### src/rtl/saa_pkg.sv
// Package: shared constants, types and codes of the shelf atlas allocator.
`default_nettype none

package saa_pkg;

   localparam int MAX_SHELVES = 64;
   localparam int SHELF_IDX_W = $clog2(MAX_SHELVES);
   localparam int COUNT_W     = $clog2(MAX_SHELVES + 1);
   localparam int DIM_W       = 13;   // map and request dimensions
   localparam int POS_W       = 12;   // positions and shelf tops
   localparam int NEED_W      = DIM_W + 1;
   localparam int CSR_IDX_W   = 2;

   localparam logic [DIM_W-1:0]  MAP_RESET  = DIM_W'(512);
   localparam logic [NEED_W-1:0] BORDER_PAD = NEED_W'(2);
   localparam logic [COUNT_W-1:0] COUNT_MAX = COUNT_W'(MAX_SHELVES);

   typedef enum logic [CSR_IDX_W-1:0] {
      CSR_MAP_WIDTH  = 2'd0,
      CSR_MAP_HEIGHT = 2'd1
   } csr_index_type;

   typedef enum logic [1:0] {
      STATUS_PLACED   = 2'd0,
      STATUS_NO_FIT   = 2'd1,
      STATUS_TBL_FULL = 2'd2
   } status_type;

   typedef enum logic [1:0] {
      ST_IDLE,
      ST_SCAN,
      ST_DECIDE,
      ST_COMMIT
   } state_type;

   typedef struct packed {
      logic [POS_W-1:0] top;
      logic [DIM_W-1:0] height;
      logic [DIM_W-1:0] used;
   } shelf_entry_type;

   typedef struct packed {
      logic                   en;
      logic [SHELF_IDX_W-1:0] addr;
      shelf_entry_type        entry;
   } shelf_wr_type;

endpackage

`default_nettype wire

### src/rtl/saa_shelf_ram.sv
// Shelf table memory: one write port, one registered read port.
`default_nettype none

module saa_shelf_ram
   import saa_pkg::*;
(
   input  wire logic                   clock,
   input  wire logic [SHELF_IDX_W-1:0] rd_addr,
   output shelf_entry_type             rd_data,
   input  wire shelf_wr_type           wr
);

   shelf_entry_type mem [MAX_SHELVES];
   shelf_entry_type rd_data_ff;

   always_ff @(posedge clock) begin
      if (wr.en) begin
         mem[wr.addr] <= wr.entry;
      end
      rd_data_ff <= mem[rd_addr];
   end

   assign rd_data = rd_data_ff;

endmodule

`default_nettype wire

### src/rtl/shelf_atlas_allocator.sv
// Top level of the shelf atlas allocator: control sequencer and result port.
//
// Shelf atlas allocator. A request (start high while busy is low) gives a
// rectangle; unless it equals the whole map it is padded by one pixel on
// every side. The first request creates one shelf covering the map. The
// shelf table sits in a synchronous memory that is scanned one shelf per
// cycle, and busy stays high until the result strobe shows. The result
// is held on rsp_* for exactly one cycle with rsp_valid high and cannot be
// stalled by the receiver; a new request may be issued in the same cycle
// the result shows. Map size registers are written through the csr_*
// channel, which is always ready; write them only while the block is idle.
// No clearing pass is needed after reset.
`default_nettype none

module shelf_atlas_allocator
   import saa_pkg::*;
(
   input  wire logic                 clock,
   input  wire logic                 reset,
   // request channel
   input  wire logic                 start,
   output logic                      busy,
   input  wire logic [DIM_W-1:0]     req_rect_width,
   input  wire logic [DIM_W-1:0]     req_rect_height,
   // result channel
   output logic                      rsp_valid,
   output logic [1:0]                rsp_status,
   output logic [POS_W-1:0]          rsp_place_x,
   output logic [POS_W-1:0]          rsp_place_y,
   // register write channel
   input  wire logic                 csr_valid,
   output logic                      csr_ready,
   input  wire logic [CSR_IDX_W-1:0] csr_index,
   input  wire logic [DIM_W-1:0]     csr_wdata
);

   // control state
   state_type              state_ff, state_in;
   logic [COUNT_W-1:0]     cnt_ff, cnt_in;        // shelves in use
   logic [COUNT_W-1:0]     issue_ff, issue_in;    // next shelf to read
   logic                   rd_vld_ff, rd_vld_in;  // read data valid this cycle
   logic                   found_ff, found_in;
   logic                   rsp_valid_ff, rsp_valid_in;
   logic [DIM_W-1:0]       map_w_ff, map_w_in;
   logic [DIM_W-1:0]       map_h_ff, map_h_in;

   // request payload
   logic [SHELF_IDX_W-1:0] rd_idx_ff, rd_idx_in;
   logic [NEED_W-1:0]      need_w_ff, need_w_in;
   logic [NEED_W-1:0]      need_h_ff, need_h_in;
   logic                   border_ff, border_in;
   logic [SHELF_IDX_W-1:0] best_idx_ff, best_idx_in;
   logic [POS_W-1:0]       best_top_ff, best_top_in;
   logic [DIM_W-1:0]       best_h_ff, best_h_in;
   logic [DIM_W-1:0]       best_used_ff, best_used_in;
   status_type             rsp_status_ff, rsp_status_in;
   logic [POS_W-1:0]       rsp_x_ff, rsp_x_in;
   logic [POS_W-1:0]       rsp_y_ff, rsp_y_in;

   shelf_entry_type        rd_data;
   shelf_wr_type           wr;

   logic                   accept;
   logic                   whole_map;
   logic [NEED_W:0]        fit_w;      // shelf used + needed width
   logic                   candidate;

   saa_shelf_ram u_shelf_ram (
      .clock   (clock),
      .rd_addr (issue_ff[SHELF_IDX_W-1:0]),
      .rd_data (rd_data),
      .wr      (wr)
   );

   assign accept    = start && (state_ff == ST_IDLE);
   assign whole_map = (req_rect_width == map_w_ff) && (req_rect_height == map_h_ff);

   // Scan compare: strictly smaller height wins, so ties keep the earlier shelf.
   assign fit_w     = {2'b00, rd_data.used} + {1'b0, need_w_ff};
   assign candidate = (!found_ff || (rd_data.height < best_h_ff))
                   && (need_h_ff <= {1'b0, rd_data.height})
                   && (fit_w <= {2'b00, map_w_ff});

   always_comb begin
      state_in      = state_ff;
      cnt_in        = cnt_ff;
      issue_in      = issue_ff;
      rd_vld_in     = 1'b0;
      found_in      = found_ff;
      rsp_valid_in  = 1'b0;
      map_w_in      = map_w_ff;
      map_h_in      = map_h_ff;
      rd_idx_in     = rd_idx_ff;
      need_w_in     = need_w_ff;
      need_h_in     = need_h_ff;
      border_in     = border_ff;
      best_idx_in   = best_idx_ff;
      best_top_in   = best_top_ff;
      best_h_in     = best_h_ff;
      best_used_in  = best_used_ff;
      rsp_status_in = rsp_status_ff;
      rsp_x_in      = rsp_x_ff;
      rsp_y_in      = rsp_y_ff;
      wr            = '0;

      if (csr_valid) begin
         unique case (csr_index)
            CSR_MAP_WIDTH:  map_w_in = csr_wdata;
            CSR_MAP_HEIGHT: map_h_in = csr_wdata;
            default: ;
         endcase
      end

      unique case (state_ff)
         ST_IDLE: begin
            if (accept) begin
               border_in = !whole_map;
               need_w_in = {1'b0, req_rect_width} + (whole_map ? '0 : BORDER_PAD);
               need_h_in = {1'b0, req_rect_height} + (whole_map ? '0 : BORDER_PAD);
               found_in  = 1'b0;
               issue_in  = '0;
               state_in  = ST_SCAN;
               // first request ever: one shelf covering the whole map
               if (cnt_ff == '0) begin
                  wr.en           = 1'b1;
                  wr.addr         = '0;
                  wr.entry.top    = '0;
                  wr.entry.height = map_h_ff;
                  wr.entry.used   = '0;
                  cnt_in          = COUNT_W'(1);
               end
            end
         end

         ST_SCAN: begin
            if (issue_ff < cnt_ff) begin
               rd_vld_in = 1'b1;
               rd_idx_in = issue_ff[SHELF_IDX_W-1:0];
               issue_in  = issue_ff + COUNT_W'(1);
            end else if (!rd_vld_ff) begin
               state_in = ST_DECIDE;
            end
            if (rd_vld_ff && candidate) begin
               found_in     = 1'b1;
               best_idx_in  = rd_idx_ff;
               best_top_in  = rd_data.top;
               best_h_in    = rd_data.height;
               best_used_in = rd_data.used;
            end
         end

         ST_DECIDE: begin
            if (!found_ff) begin
               rsp_valid_in  = 1'b1;
               rsp_status_in = STATUS_NO_FIT;
               rsp_x_in      = '0;
               rsp_y_in      = '0;
               state_in      = ST_IDLE;
            end else if ((best_used_ff == '0) && (need_h_ff < {1'b0, best_h_ff})) begin
               if (cnt_ff >= COUNT_MAX) begin
                  rsp_valid_in  = 1'b1;
                  rsp_status_in = STATUS_TBL_FULL;
                  rsp_x_in      = '0;
                  rsp_y_in      = '0;
                  state_in      = ST_IDLE;
               end else begin
                  // split: spare height becomes a new empty shelf at the end
                  wr.en           = 1'b1;
                  wr.addr         = cnt_ff[SHELF_IDX_W-1:0];
                  wr.entry.top    = best_top_ff + need_h_ff[POS_W-1:0];
                  wr.entry.height = best_h_ff - need_h_ff[DIM_W-1:0];
                  wr.entry.used   = '0;
                  cnt_in          = cnt_ff + COUNT_W'(1);
                  best_h_in       = need_h_ff[DIM_W-1:0];
                  state_in        = ST_COMMIT;
               end
            end else begin
               state_in = ST_COMMIT;
            end
         end

         ST_COMMIT: begin
            wr.en           = 1'b1;
            wr.addr         = best_idx_ff;
            wr.entry.top    = best_top_ff;
            wr.entry.height = best_h_ff;
            wr.entry.used   = best_used_ff + need_w_ff[DIM_W-1:0];
            rsp_valid_in    = 1'b1;
            rsp_status_in   = STATUS_PLACED;
            rsp_x_in        = best_used_ff[POS_W-1:0] + POS_W'(border_ff);
            rsp_y_in        = best_top_ff + POS_W'(border_ff);
            state_in        = ST_IDLE;
         end

         default: state_in = ST_IDLE;
      endcase
   end

   // control registers
   always_ff @(posedge clock) begin
      if (reset) begin
         state_ff     <= ST_IDLE;
         cnt_ff       <= '0;
         issue_ff     <= '0;
         rd_vld_ff    <= 1'b0;
         found_ff     <= 1'b0;
         rsp_valid_ff <= 1'b0;
         map_w_ff     <= MAP_RESET;
         map_h_ff     <= MAP_RESET;
      end else begin
         state_ff     <= state_in;
         cnt_ff       <= cnt_in;
         issue_ff     <= issue_in;
         rd_vld_ff    <= rd_vld_in;
         found_ff     <= found_in;
         rsp_valid_ff <= rsp_valid_in;
         map_w_ff     <= map_w_in;
         map_h_ff     <= map_h_in;
      end
   end

   // payload registers
   always_ff @(posedge clock) begin
      rd_idx_ff     <= rd_idx_in;
      need_w_ff     <= need_w_in;
      need_h_ff     <= need_h_in;
      border_ff     <= border_in;
      best_idx_ff   <= best_idx_in;
      best_top_ff   <= best_top_in;
      best_h_ff     <= best_h_in;
      best_used_ff  <= best_used_in;
      rsp_status_ff <= rsp_status_in;
      rsp_x_ff      <= rsp_x_in;
      rsp_y_ff      <= rsp_y_in;
   end

   assign busy        = (state_ff != ST_IDLE);
   assign csr_ready   = 1'b1;
   assign rsp_valid   = rsp_valid_ff;
   assign rsp_status  = rsp_status_ff;
   assign rsp_place_x = rsp_x_ff;
   assign rsp_place_y = rsp_y_ff;

endmodule

`default_nettype wire

### config.mk
export PLATFORM = sky130hd
export DESIGN_NAME = shelf_atlas_allocator
export DESIGN_NICKNAME = d
export VERILOG_FILES = /design/src/rtl/saa_pkg.sv /design/src/rtl/saa_shelf_ram.sv /design/src/rtl/shelf_atlas_allocator.sv
export SDC_FILE = /design/constraint.sdc
export NUM_CORES = 2
export LEC_CHECK = 0
export CORE_ASPECT_RATIO = 0.8
export CORE_MARGIN = 1
export CORE_UTILIZATION = 63
export CTS_CLUSTER_DIAMETER = 200
export DETAILED_ROUTE_END_ITERATION = 16
export DONT_BUFFER_PORTS = 1
export PLACE_DENSITY = 0.79
export SLEW_MARGIN = 0
export SYNTH_ARGS = -nofsm -noshare
export SYNTH_HDL_FRONTEND = slang
export SYNTH_SLANG_ARGS = --single-unit
### constraint.sdc
create_clock -name clock -period 6.74 [get_ports clock]
set_clock_uncertainty 0.2 [all_clocks]
set_input_delay 0 -clock clock [delete_from_list [all_inputs] [get_ports clock]]
set_output_delay 0 -clock clock [all_outputs]
set_load 0.01 [all_outputs]
==> impl_metrics.csv <==
group,metric,value,unit
place,dp.cells,6746,
power_and_ir_drop,switching_share,0.216,
worst_setup_path,critPathKind,"reg2reg",
clock_tree,cts_buffer_depth,3,
logic_synthesis,yosys-top-cells-area,"edfxtp_1, mux4_2, dfxtp_1",
grt,gr-total-overflow,0,
logic_synthesis,synth_edf_count,2537,
logic_synthesis,synthXorXnorAreaFrac,0.00889,
power_and_ir_drop,ir_worst_vdd,0.456,mV
grt,grt_max_degree,115,
run_status,status,"finished, final reports clean",
sta,tightest_slew,1.31,ns
floorplan,core,162000,µm²
clock_tree,numCtsBuffers,229,
logic_synthesis,synth_top_cell_area_share,0.737,
hold_path,hold_path_class,"in2reg",
logic_synthesis,synth_commonest_cells,"edfxtp_1, mux4_2, clkbuf_1, nand2_1",
place,place_hpwl,149,mm
floorplan,start_util,0.637,
logic_synthesis,synth.yosys.seq_area_share,0.753,
worst_setup_path,crit_fanout,25,
power_and_ir_drop,p_leak,38.2,nW
grt,antenna_found_initial,30,
logic_synthesis,synth.distinct_cells,73,
grt,grt_usage,0.344,
sta,rsz0062_at_grt,"no",
floorplan,die_w,455,µm
worst_setup_path,required,7.09,ns
power_and_ir_drop,clkPwrFrac,0.405,
logic_synthesis,synthAdderAreaFrac,0.0148,
clock_tree,cts_max_level,4,
drt,route.detailed.drc,0,
logic_synthesis,synth-compound-area-share,0.0173,
sta,tns,0,ns
floorplan,io_pins,74,
finish,nets,5120,
drt,ant_nets,0,
power_and_ir_drop,p_sw,7.14,mW
worst_setup_path,start_kind,"flip-flop",
sta,hold_ws,0.0814,ns
drt,wl_per_cell,38.5,µm
finish,fin_util,0.715,
logic_synthesis,synth_top_family_by_area,"multiplexers",
sta,timing.fmax,0.185,GHz
sta,worst_slew_margin_rel,0.125,
clock_tree,post_cts_resized,0,
logic_synthesis,synth_largest_area_cell,"edfxtp_1",
worst_setup_path,endpoint_kind,"flip-flop",
power_and_ir_drop,p_seq_frac,0.546,
grt,grt_pass1_vias,52900,
logic_synthesis,yosys_register_bits,2620,
worst_setup_path,arrival,5.76,ns
sta,fin_crit,5.41,ns
power_and_ir_drop,pwr-share-comb,0.049,
sta,setup_viol_count_final,0,
clock_tree,clk_latency,0.87,ns
logic_synthesis,muxShareOfSynthArea,0.174,
logic_synthesis,syn_avg_cell_area,22.2,µm²
power_and_ir_drop,p_int,25.9,mW
flow_run,maxCapViolCount,0,
place,numPortBuffers,0,
clock_tree,clockRootBuffer,"clkbuf_16",
floorplan,rows,132,
finish,layout-area-overhead-vs-synth,12.3,%
clock_tree,clkTransAtPathRegs,0.07,ns
floorplan,fp.dieArea,166000,µm²
logic_synthesis,yosys_warnings,0,
finish,drive_gt1_frac,0.274,
drt,drt_iter0_markers,8279,
logic_synthesis,yosysMostFrequentCell,"edfxtp_1",
drt,drt-pass1-iter-count,6,
logic_synthesis,synthArstFlopShare,0,
logic_synthesis,netlist_area,103000,µm²
place,gp_congestion,0.972,
clock_tree,cts_tree,"yes",
drt,wl,281,mm
drt,vias,53400,
clock_tree,clock_sinks,2620,
drt,vias_per_cell,7.31,
floorplan,fp.dieH,364,µm
power_and_ir_drop,power_density,285,nW/µm²
sta,drv_slew,0,
logic_synthesis,syn_inst,4659,
logic_synthesis,synthesis.nets,4824,
finish,stdcell_count,7302,
sta,hold_viol_final,0,
logic_synthesis,synth-simple-area-share,0.0209,
grt,grt_pass1_wl,395,mm
sta,fin_crit_sh,0.802,
logic_synthesis,synthFlopType,"edfxtp_1",
-- per-stage QoR --
| stage | worst slack [ns] | area, µm² | power (mW) |
|---|---|---|---|
| finish | 1.33 | 116000 | 33.1 |
| detailed placement | 1.54 | 107000 | 19.9 |
| global route | 1.26 | 116000 | 33.7 |
| global placement | 1.67 | 107000 | 19.9 |
| floorplan | 1.01 | 103000 | 19.3 |
| CTS | 1.48 | 116000 | 33.1 |
-- placed cells by master, fill, tap and decap left out, drive strengths merged, types with 83 or more instances in the layout --
cell type,instances
edfxtp,2537
mux4,798
clkbuf,297
buf,158
nand2,124
dlygate4sd3,121
nor2,117
ha,116
clkinv,92
dfxtp,83
-- state kept, by name, summed over array words and instances (netlist names) --
name,count
u_shelf_ram.mem,2432
u_shelf_ram.rd_data,38
need_h_ff,14
need_w_ff,14
best_h_ff,13
best_used_ff,13
map_h_ff,13
map_w_ff,13
best_top_ff,12
rsp_place_x,12
rsp_place_y,12
cnt_ff,7
issue_ff,7
best_idx_ff,6
rd_idx_ff,6
rsp_status,2
state_ff,2
border_ff,1
found_ff,1
rd_vld_ff,1
rsp_valid,1
-- worst paths after layout --
path                                from  slack (ns)  depth (start not counted)                                 to
setup / recovery  need_h_ff[1]$_DFFE_PP_        1.33                         11  u_shelf_ram.mem[60][34]$_DFFE_PP_
hold / removal                 csr_valid        0.08                          4           map_w_ff[7]$_SDFFE_PP0P_
setup reg to reg  need_h_ff[1]$_DFFE_PP_        1.33                         11  u_shelf_ram.mem[60][34]$_DFFE_PP_
hold reg to reg   rd_idx_ff[0]$_DFFE_PP_        0.22                          0           best_idx_ff[0]$_DFFE_PP_
-- power by group through the flow --
stage / sequential, mW / combinational [mW] / clock, mW
final: 18.0 / 1.63 / 13.4
after global routing: 18.0 / 1.72 / 14.0
after CTS: 18.0 / 1.60 / 13.4
after detailed placement: 18.4 / 1.50 / 0
after global placement: 18.4 / 1.47 / 0
after floorplan: 18.4 / 0.946 / 0
-- critical path: stages, from the launching register on --
cell	delay, ns
edfxtp_1	0.51
inv_1	0.14
ha_1	0.31
nor2b_1	0.13
o21a_1	0.17
o211ai_1	0.28
a21oi_1	0.16
buf_4	0.22
o41a_1	0.47
or4_1	1.08
nor2_4	0.99
buf_4	0.40
-- cell type report --
class | count | area (µm²)
antenna | 9 | 22.5
clock buffer | 297 | 6220
clock inverter | 128 | 1250
fill | 8719 | 46200
inverter | 78 | 293
multi-input combinational | 1747 | 25200
sequential | 2620 | 77900
tap | 2144 | 2680
timing repair buffer | 279 | 2570
-- layer usage --
metal | part of all wire | GRT usage | routed length [µm]
met4 | 0.032 | 0.108 | 9090
met2 | 0.49 | 0.546 | 136000
met3 | 0.13 | 0.0918 | 36600
met5 | 0.00063 | 0 | 177
met1 | 0.35 | 0.475 | 98700
-- logic make-up after synthesis --
kind of cell    after synthesis
xor+xnor                    105
buf+inv                     292
flops                      2620
simple gates                449
compound gates              273
mux                         799
other cells                   1
fa+ha+maj                   120
-- timing repair --
action                    4_1_cts  5_1_grt
hold buffers                  122        0
setup buffers                   0        0
hold endpoints to repair      103        0
Power figures use the tool's default switching activity.
